File: src/hslp_pkg.sv
// Types, constants and helper functions of the start line parser.
package hslp_pkg;

  localparam int unsigned MaxLine    = 8192;
  localparam int unsigned CountW     = $clog2(MaxLine + 1);
  localparam int unsigned LenW       = 14;
  localparam int unsigned NumMethods = 8;

  // Character codes
  localparam logic [7:0] CharCr    = 8'h0D;
  localparam logic [7:0] CharLf    = 8'h0A;
  localparam logic [7:0] CharTab   = 8'h09;
  localparam logic [7:0] CharVt    = 8'h0B;
  localparam logic [7:0] CharFf    = 8'h0C;
  localparam logic [7:0] CharSpace = 8'h20;
  localparam logic [7:0] CharPlus  = 8'h2B;
  localparam logic [7:0] CharMinus = 8'h2D;
  localparam logic [7:0] CharZero  = 8'h30;
  localparam logic [7:0] CharOne   = 8'h31;
  localparam logic [7:0] CharTwo   = 8'h32;
  localparam logic [7:0] CharNine  = 8'h39;

  typedef enum logic [2:0] {
    OutOk,
    OutNoFirstSpace,
    OutNoSecondSpace,
    OutBadVersion,
    OutBadStatus,
    OutCrNoLf,
    OutTooLong
  } outcome_e;

  // Method codes
  localparam logic [3:0] MethodUnknown = 4'd0;

  // Version codes
  localparam logic [1:0] VerNone = 2'd0;
  localparam logic [1:0] Ver10   = 2'd1;
  localparam logic [1:0] Ver11   = 2'd2;
  localparam logic [1:0] Ver20   = 2'd3;

  typedef struct packed {
    logic [7:0] data_byte;
    logic       message_start;
  } in_item_t;

  typedef struct packed {
    outcome_e        outcome;
    logic [3:0]      method_code;
    logic [1:0]      version_code;
    logic [9:0]      status_number;
    logic [LenW-1:0] line_length;
  } out_item_t;

  typedef struct packed {
    logic      valid;
    out_item_t item;
  } result_t;

  // Method name, left justified, zero padded to eight characters.
  function automatic logic [63:0] method_name(input logic [2:0] idx);
    logic [63:0] name;
    case (idx)
      3'd0:    name = {"GET", 40'h0};
      3'd1:    name = {"HEAD", 32'h0};
      3'd2:    name = {"PUT", 40'h0};
      3'd3:    name = {"DELETE", 16'h0};
      3'd4:    name = {"OPTIONS", 8'h0};
      3'd5:    name = {"TRACE", 24'h0};
      3'd6:    name = {"POST", 32'h0};
      3'd7:    name = {"CONNECT", 8'h0};
      default: name = '0;
    endcase
    return name;
  endfunction

  function automatic logic [7:0] method_char(input logic [2:0] idx, input logic [2:0] pos);
    logic [63:0] shifted;
    shifted = method_name(idx) << {pos, 3'b000};
    return shifted[63:56];
  endfunction

  function automatic logic [2:0] method_len(input logic [2:0] idx);
    logic [2:0] len;
    case (idx)
      3'd0:    len = 3'd3;
      3'd1:    len = 3'd4;
      3'd2:    len = 3'd3;
      3'd3:    len = 3'd6;
      3'd4:    len = 3'd7;
      3'd5:    len = 3'd5;
      3'd6:    len = 3'd4;
      3'd7:    len = 3'd7;
      default: len = 3'd0;
    endcase
    return len;
  endfunction

  function automatic logic [1:0] version_of(input logic [7:0] b);
    logic [1:0] v;
    case (b)
      CharZero: v = Ver10;
      CharOne:  v = Ver11;
      CharTwo:  v = Ver20;
      default:  v = VerNone;
    endcase
    return v;
  endfunction

  function automatic logic status_known(input logic [9:0] s);
    return (s == 10'd100) || (s == 10'd101) ||
           (s >= 10'd200 && s <= 10'd206) ||
           (s >= 10'd300 && s <= 10'd305) || (s == 10'd307) ||
           (s >= 10'd400 && s <= 10'd417) ||
           (s >= 10'd500 && s <= 10'd505);
  endfunction

  function automatic logic is_blank(input logic [7:0] b);
    return (b == CharSpace) || (b == CharTab) || (b == CharLf) ||
           (b == CharVt) || (b == CharFf);
  endfunction

endpackage

File: src/hslp_parser.sv
// Per-byte parse state and result decode of the start line parser.
module hslp_parser (
  input  logic              clk_i,
  input  logic              rst_ni,
  input  logic              valid_i,
  input  hslp_pkg::in_item_t item_i,
  input  logic              kind_i,
  output hslp_pkg::result_t result_o
);

  typedef enum logic [1:0] {
    PhIdle,
    PhParse,
    PhDone
  } phase_e;

  typedef struct packed {
    logic ended;
    logic neg;
    logic digit;
    logic started;
  } scan_flags_t;

  phase_e                        phase_q, phase_d, phase_cur;
  logic [hslp_pkg::CountW-1:0]   count_q, count_d, count_cur, count_new;
  logic [hslp_pkg::NumMethods-1:0] mask_q, mask_d, mask_cur;
  logic                          first_sp_q, first_sp_d, first_sp_cur;
  logic                          later_sp_q, later_sp_d, later_sp_cur;
  logic [7:0]                    prev_q, prev_d, prev_cur;
  logic [7:0]                    ver_byte_q, ver_byte_d, ver_byte_cur;
  logic [9:0]                    acc_q, acc_d, acc_cur;
  scan_flags_t                   flags_q, flags_d, flags_cur;
  logic                          cr_q, cr_d, cr_cur;

  logic       start;
  logic       active;
  logic [7:0] b;
  logic       b_digit;
  logic [13:0] acc_next;
  logic [3:0] method_sel;
  logic [1:0] ver_req;
  logic [1:0] ver_rsp;
  hslp_pkg::result_t res;

  assign start = item_i.message_start;
  assign b     = item_i.data_byte;

  // Substitute a cleared parse when the byte opens a new message
  always_comb begin
    phase_cur    = start ? PhParse : phase_q;
    count_cur    = start ? '0 : count_q;
    mask_cur     = start ? '1 : mask_q;
    first_sp_cur = start ? 1'b0 : first_sp_q;
    later_sp_cur = start ? 1'b0 : later_sp_q;
    prev_cur     = start ? 8'h00 : prev_q;
    ver_byte_cur = start ? 8'h00 : ver_byte_q;
    acc_cur      = start ? 10'd0 : acc_q;
    flags_cur    = start ? scan_flags_t'('0) : flags_q;
    cr_cur       = start ? 1'b0 : cr_q;
  end

  assign active    = valid_i && (phase_cur == PhParse);
  assign count_new = count_cur + 1'b1;
  assign b_digit   = (b >= hslp_pkg::CharZero) && (b <= hslp_pkg::CharNine);
  assign acc_next  = {4'b0, acc_cur} * 14'd10 + {10'b0, 4'(b - hslp_pkg::CharZero)};

  // First still-matching method wins
  always_comb begin
    method_sel = hslp_pkg::MethodUnknown;
    for (int i = hslp_pkg::NumMethods - 1; i >= 0; i--) begin
      if (mask_cur[i]) begin
        method_sel = 4'(i + 1);
      end
    end
  end

  assign ver_req = hslp_pkg::version_of(prev_cur);
  assign ver_rsp = hslp_pkg::version_of(ver_byte_cur);

  // Next state and result for the byte in flight
  always_comb begin
    phase_d    = phase_cur;
    count_d    = count_cur;
    mask_d     = mask_cur;
    first_sp_d = first_sp_cur;
    later_sp_d = later_sp_cur;
    prev_d     = prev_cur;
    ver_byte_d = ver_byte_cur;
    acc_d      = acc_cur;
    flags_d    = flags_cur;
    cr_d       = cr_cur;

    res                    = '0;
    res.item.outcome       = hslp_pkg::OutOk;
    res.item.line_length   = hslp_pkg::LenW'(count_new);

    if (active) begin
      count_d = count_new;
      if (cr_cur) begin
        res.valid = 1'b1;
        if (b != hslp_pkg::CharLf) begin
          res.item.outcome = hslp_pkg::OutCrNoLf;
        end else if (!first_sp_cur) begin
          res.item.outcome = hslp_pkg::OutNoFirstSpace;
        end else if (!kind_i) begin
          if (!later_sp_cur) begin
            res.item.outcome = hslp_pkg::OutNoSecondSpace;
          end else if (ver_req == hslp_pkg::VerNone) begin
            res.item.outcome = hslp_pkg::OutBadVersion;
          end else begin
            res.item.method_code  = method_sel;
            res.item.version_code = ver_req;
          end
        end else begin
          if (ver_rsp == hslp_pkg::VerNone) begin
            res.item.outcome = hslp_pkg::OutBadVersion;
          end else if (!flags_cur.digit || flags_cur.neg ||
                       !hslp_pkg::status_known(acc_cur)) begin
            res.item.outcome = hslp_pkg::OutBadStatus;
          end else begin
            res.item.version_code  = ver_rsp;
            res.item.status_number = acc_cur;
          end
        end
      end else begin
        if (b == hslp_pkg::CharCr) begin
          cr_d = 1'b1;
        end else begin
          prev_d = b;
          if (!first_sp_cur) begin
            // Narrow the method candidates by this character
            if (b == hslp_pkg::CharSpace) begin
              first_sp_d = 1'b1;
              ver_byte_d = prev_cur;
              for (int i = 0; i < hslp_pkg::NumMethods; i++) begin
                if ({{(hslp_pkg::CountW-3){1'b0}}, hslp_pkg::method_len(3'(i))} != count_cur) begin
                  mask_d[i] = 1'b0;
                end
              end
            end else begin
              for (int i = 0; i < hslp_pkg::NumMethods; i++) begin
                if ({{(hslp_pkg::CountW-3){1'b0}}, hslp_pkg::method_len(3'(i))} <= count_cur) begin
                  mask_d[i] = 1'b0;
                end else if (hslp_pkg::method_char(3'(i), count_cur[2:0]) != b) begin
                  mask_d[i] = 1'b0;
                end
              end
            end
          end else begin
            if (b == hslp_pkg::CharSpace) begin
              later_sp_d = 1'b1;
            end
            // Status number scan
            if (!flags_cur.ended) begin
              if (!flags_cur.started) begin
                if (hslp_pkg::is_blank(b)) begin
                  flags_d = flags_cur;
                end else if (b == hslp_pkg::CharPlus || b == hslp_pkg::CharMinus) begin
                  flags_d.started = 1'b1;
                  flags_d.neg     = (b == hslp_pkg::CharMinus);
                end else if (b_digit) begin
                  flags_d.started = 1'b1;
                  flags_d.digit   = 1'b1;
                  acc_d           = 10'(b - hslp_pkg::CharZero);
                end else begin
                  flags_d.ended = 1'b1;
                end
              end else if (b_digit) begin
                acc_d         = (acc_next > 14'd1023) ? 10'd1023 : acc_next[9:0];
                flags_d.digit = 1'b1;
              end else begin
                flags_d.ended = 1'b1;
              end
            end
          end
        end
        if ({{(32-hslp_pkg::CountW){1'b0}}, count_new} >= hslp_pkg::MaxLine) begin
          res.valid        = 1'b1;
          res.item.outcome = hslp_pkg::OutTooLong;
        end
      end
      if (res.valid) begin
        phase_d = PhDone;
      end
    end
  end

  // Hold parse state; advance only on a byte in flight
  always_ff @(posedge clk_i or negedge rst_ni) begin
    if (!rst_ni) begin
      phase_q    <= PhIdle;
      count_q    <= '0;
      mask_q     <= '1;
      first_sp_q <= 1'b0;
      later_sp_q <= 1'b0;
      prev_q     <= 8'h00;
      ver_byte_q <= 8'h00;
      acc_q      <= 10'd0;
      flags_q    <= '0;
      cr_q       <= 1'b0;
    end else if (valid_i) begin
      phase_q    <= phase_d;
      count_q    <= count_d;
      mask_q     <= mask_d;
      first_sp_q <= first_sp_d;
      later_sp_q <= later_sp_d;
      prev_q     <= prev_d;
      ver_byte_q <= ver_byte_d;
      acc_q      <= acc_d;
      flags_q    <= flags_d;
      cr_q       <= cr_d;
    end
  end

  assign result_o = res;

endmodule

File: src/hslp_out_reg.sv
// Result register of the start line parser, held while the sink stalls.
module hslp_out_reg (
  input  logic                clk_i,
  input  logic                rst_ni,
  input  hslp_pkg::result_t   res_i,
  output logic                take_o,
  output logic                out_valid_o,
  input  logic                out_stall_i,
  output hslp_pkg::out_item_t out_data_o
);

  logic                valid_q;
  hslp_pkg::out_item_t data_q;

  // Register may load when empty or when its result leaves this cycle
  assign take_o = !valid_q || !out_stall_i;

  always_ff @(posedge clk_i or negedge rst_ni) begin
    if (!rst_ni) begin
      valid_q <= 1'b0;
    end else if (take_o) begin
      valid_q <= res_i.valid;
    end
  end

  // Load payload on a new result only
  always_ff @(posedge clk_i) begin
    if (take_o && res_i.valid) begin
      data_q <= res_i.item;
    end
  end

  assign out_valid_o = valid_q;
  assign out_data_o  = data_q;

endmodule

File: src/http_start_line_parser.sv
// Top level of the HTTP start line parser.
//
//   channel  direction  handshake            payload
//   in       sink       in_valid_i/in_stall_o  in_data_i (data_byte, message_start)
//   out      source     out_valid_o/out_stall_i out_data_o (outcome ... line_length)
//   cfg      sink       cfg_valid_i/cfg_ready_o cfg_data_i (message_kind)
//
// One byte per clock unless stalled; input register, parse stage, then result register.
// The throughput is set by the single parse stage between input and result registers.
// Reset clears the parse to idle and message_kind to request; no clearing pass.
// A stall on a waiting result holds the result register and stalls the input in the same cycle.
module http_start_line_parser (
  input  logic                clk_i,
  input  logic                rst_ni,
  input  logic                in_valid_i,
  output logic                in_stall_o,
  input  hslp_pkg::in_item_t  in_data_i,
  output logic                out_valid_o,
  input  logic                out_stall_i,
  output hslp_pkg::out_item_t out_data_o,
  input  logic                cfg_valid_i,
  output logic                cfg_ready_o,
  input  logic                cfg_data_i
);

  logic               kind_q;
  logic               s1_valid_q;
  hslp_pkg::in_item_t s1_item_q;
  logic               take;
  hslp_pkg::result_t  res;

  // Configuration register, always ready
  assign cfg_ready_o = 1'b1;

  always_ff @(posedge clk_i or negedge rst_ni) begin
    if (!rst_ni) begin
      kind_q <= 1'b0;
    end else if (cfg_valid_i && cfg_ready_o) begin
      kind_q <= cfg_data_i;
    end
  end

  // Input register; stall when its byte cannot advance
  assign in_stall_o = s1_valid_q && !take;

  always_ff @(posedge clk_i or negedge rst_ni) begin
    if (!rst_ni) begin
      s1_valid_q <= 1'b0;
    end else if (!in_stall_o) begin
      s1_valid_q <= in_valid_i;
    end
  end

  always_ff @(posedge clk_i) begin
    if (in_valid_i && !in_stall_o) begin
      s1_item_q <= in_data_i;
    end
  end

  hslp_parser u_parser (
    .clk_i    (clk_i),
    .rst_ni   (rst_ni),
    .valid_i  (s1_valid_q && take),
    .item_i   (s1_item_q),
    .kind_i   (kind_q),
    .result_o (res)
  );

  hslp_out_reg u_out_reg (
    .clk_i       (clk_i),
    .rst_ni      (rst_ni),
    .res_i       (res),
    .take_o      (take),
    .out_valid_o (out_valid_o),
    .out_stall_i (out_stall_i),
    .out_data_o  (out_data_o)
  );

endmodule

File: config.mk
export PLATFORM = sky130hd
export DESIGN_NAME = http_start_line_parser
export DESIGN_NICKNAME = d
export VERILOG_FILES = /design/src/hslp_pkg.sv /design/src/hslp_parser.sv /design/src/hslp_out_reg.sv /design/src/http_start_line_parser.sv
export SDC_FILE = /design/constraint.sdc
export NUM_CORES = 1
export LEC_CHECK = 0
export BUFFER_PORTS_ARGS = -buffer_cell sky130_fd_sc_hd__buf_2
export CORE_MARGIN = 2
export CORE_UTILIZATION = 34
export CTS_CLUSTER_DIAMETER = 80
export DETAILED_ROUTE_END_ITERATION = 10
export GPL_TIMING_DRIVEN = 1
export PLACE_DENSITY = 0.51
export SLEW_MARGIN = 20
export SYNTH_ARGS = -nofsm -noshare
export SYNTH_HDL_FRONTEND = slang
export SYNTH_SLANG_ARGS = --single-unit
File: constraint.sdc
create_clock -name clk_i -period 7.8 [get_ports clk_i]
set_input_delay 0 -clock clk_i [delete_from_list [all_inputs] [get_ports clk_i]]
set_output_delay 0 -clock clk_i [all_outputs]
set_load 0.02 [all_outputs]
==> out/results.ini <==
[grt]
grt_pass1_wl_um = 32400
global_route.usage.total = 0.188
initial_antenna_violation_count = 0
grt_max_degree = 73
grt_pass1_vias = 5639
globalRouteOverflowTotal = 0

[synth]
post_synth.cell_area_avg_um2 = 8.91
synth_warnings = 0
postSynthRegisterBits = 102
syn_nets = 814
synth-seq-area-share = 0.400
netlist_area_um2 = 6930
asyncSetResetFlopFracSynth = 0.588
ys.flop_type = dfrtp_1
syn-instance-count = 777
synth_cell_type_count = 85
synth_enable_flop_cells = 42

[timing]
clock_skew_ns = 0.0126
worst_pin_slew_ns = 1.06
grt_setup_unrepaired = false
post-route-period-util = 0.521
post-route-worst-setup-slack_ns = 3.74
timing.final.hold_violations = 0
min_period_ns = 4.06
count_of_pins_over_their_slew_limit = 0
achievable-frequency_ghz = 0.246
relSlewSlack = 0.291
timing.setup.tns_ns = 0
hold_slack_ns = 0.341
endpoints_failing_setup = 0

[layout]
antenna-diode-count = 0
final_util = 0.387
final_area_um2 = 7770
final-seq-area_um2 = 2770
multi_input_gate_area_in_the_final_layout_um2 = 3810
area.growth.synth_to_final_pct = 12.2
final.fill_count = 2026
layout_cells_sized_above_1 = 0.130
fin_cells = 1079
nNetsFinal = 841

[critical_path]
critical_path_class = flip-flop to flip-flop
reg2reg_to = u_parser.acc_q[0]
worst-path-buf-inv = 3
slowest_delay_ns = 0.59
timing.critical_path.cells = buf_4, inv_2, nand2_1, inv_1, and2_1, ha_1, nor4b_1, a21oi_1, o311ai_0, a211oi_1, mux2i_1, or2_1, nor2_1, o41ai_1
start_kind = flip-flop
timing.critical_path.depth = 14
slowest_stage = buf_4
crit_path_end = u_parser.acc_q[0]
critical-path-top-delay-family = buffers and inverters
required_ns = 8.05
r2r_start = s1_item_q[0]
worst-path-max-fanout = 72
worst_ep_arrival_time_ns = 4.31
critPathCaptureType = flip-flop
worstSetupStartpoint = s1_item_q[0]
worst-r2r-cell-count = 14
regToRegSetupSlack_ns = 3.74

[placed_design]
dp_hpwl_um = 13900
preCtsSetupSlack_ns = 3.79
place_inst = 1049
routability_cong = 0.884
placement.io_buffers = 49
dpl_cell_area_um2 = 7330

[cts]
cts.clk_slew.worst_paths_ns = 0.08
cts_root_buffer = clkbuf_16
cts.hold.buffers_added = 14
cts_max_path_buffers = 2
cts-htree-levels = 3
cts.repair.resized = 0
clk_latency_ns = 0.36
clkSinkCount = 102
cts_made_buffers = 9
post-cts-setup-buffer-count = 0
cts_tree = yes

[route]
route.detailed.wl_per_inst_um = 18.5
vias_after_detailed_routing = 6054
antenna_violating_nets_post_route = 0
vias_per_cell = 5.61
dr.pass1.iters = 5
routed_wirelength_um = 19900
drc_errors_left = 0
initialDrtViolationCount = 570

[power]
worst_ir_drop_vdd_v = 0.0000935
power.density_cell_area_nw_per_um2 = 166
cellLeakagePower_nw = 3.05
fin_total_pwr_mw = 1.29

[floorplan]
dieArea_um2 = 21500
placement_row_count = 52
floorplan.die.width_um = 147
number_of_top_level_design_ports = 51
fp.dieH_um = 147
initial_utilization = 0.345
core_area_um2 = 20100

[hold_path]
hp-class = input port to flip-flop

[run_status]
outcome = completed

[run]
max-cap-violations = 0

==> cell usage after synthesis, types with 9 or more instances <==
cell      count  area [um^2]
dfrtp_1      52         1300
xnor2_1      25          219
and2_1       10         62.6
o21ai_0      31          155
xor2_1       18          158
inv_1        27          101
clkbuf_1     34          128
nor2_1       72          270
edfxtp_1     42         1260
o31ai_1       9         67.6
buf_2        10         50.1
nor3_1       23          115
a31oi_1      11         68.8
ha_1         21          263
nor4_1       10         62.6
and3_1       16          100
o22ai_1       9         56.3
nand2_1      87          327
nor2b_1      15         93.8
nand3_1      24          120
a22o_1       10         87.6
mux2i_1      12          120
a21oi_1      38          190
==> power by group <==
part	internal, mW	switching (mW)
registers	0.581	0.0351
logic	0.0747	0.121
clock network	0.255	0.223
==> registers in the layout, indices dropped and copies added, names as in the netlist, 4 cells and up <==
name and flops:
s1_item_q 9, u_out_reg.out_data_o 33, u_parser.acc_q 10, u_parser.count_q 14
u_parser.flags_q 4, u_parser.mask_q 8, u_parser.prev_q 8, u_parser.ver_byte_q 8
==> final cells by class <==
cell class                      count  area share
Clock buffer                       10      0.0295
Clock inverter                      6     0.00934
Inverter                           29      0.0140
Multi-Input combinational cell    591       0.490
Sequential cell                   102       0.357
Tap cell                          270      0.0435
Timing Repair Buffer               71      0.0573
==> metal layers <==
| layer | global-route usage | wire length, um | vias to the layer above |
|---|---|---|---|
| met5 | 0 | 0 | - |
| met3 | 0.0351 | 1130 | 16 |
| met2 | 0.272 | 8510 | 196 |
| met1 | 0.290 | 10100 | 2935 |
| li1 | - | - | 2907 |
| met4 | 0.0393 | 202 | 0 |
==> worst register-to-register path, delay by kind of cell, from the launching register on <==
family | cells | cell delay [ns]
AO/OA/AOI/OAI | 4 | 0.76
adder cells (fa/ha/maj) | 1 | 0.33
buffers and inverters | 3 | 1.10
flip-flops | 1 | 0.33
multiplexers | 1 | 0.43
AND/OR/NAND/NOR | 5 | 1.01
==> worst min-delay path by stage <==
stage	from	to	slack, ns	cells after the start
4_1_cts	in_data_i[6]	s1_item_q[6]	0.33	2
5_1_grt	in_data_i[6]	s1_item_q[6]	0.34	2
6_report	in_data_i[7]	s1_item_q[7]	0.34	2
2_1_floorplan	rst_ni	kind_q	-0.30	0
3_5_place_dp	in_data_i[7]	s1_item_q[7]	0.18	1
3_3_place_gp	in_data_i[2]	s1_item_q[2]	0.18	1
==> cell usage in the layout, fill, tap and decap left out, drive strengths merged, types with 9 or more instances in the layout <==
master,instances
o31ai,9
a31oi,11
dlygate4sd3,14
a22o,10
clkbuf,10
nand2,87
ha,21
buf,57
nor3,28
xnor2,25
nor2,72
a21oi,39
xor2,18
dfrtp,52
edfxtp,42
mux2i,12
and2,10
o21ai,34
nor4,12
nand3,24
and3,17
o22ai,9
inv,33
nor2b,16
==> logic make-up (layout without fill, tap and decap cells) <==
logic type	Yosys count	after routing	share of synthesized area
AO/OA/AOI/OAI	195	195	0.198
XOR/XNOR	43	43	0.0544
adder cells (fa/ha/maj)	22	22	0.0408
buffers and inverters	84	116	0.0500
flip-flops	102	102	0.400
multiplexers	14	14	0.0206
other	2	2	0.00108
AND/OR/NAND/NOR	315	315	0.235
No activity file was read; power rests on OpenSTA's default activity.
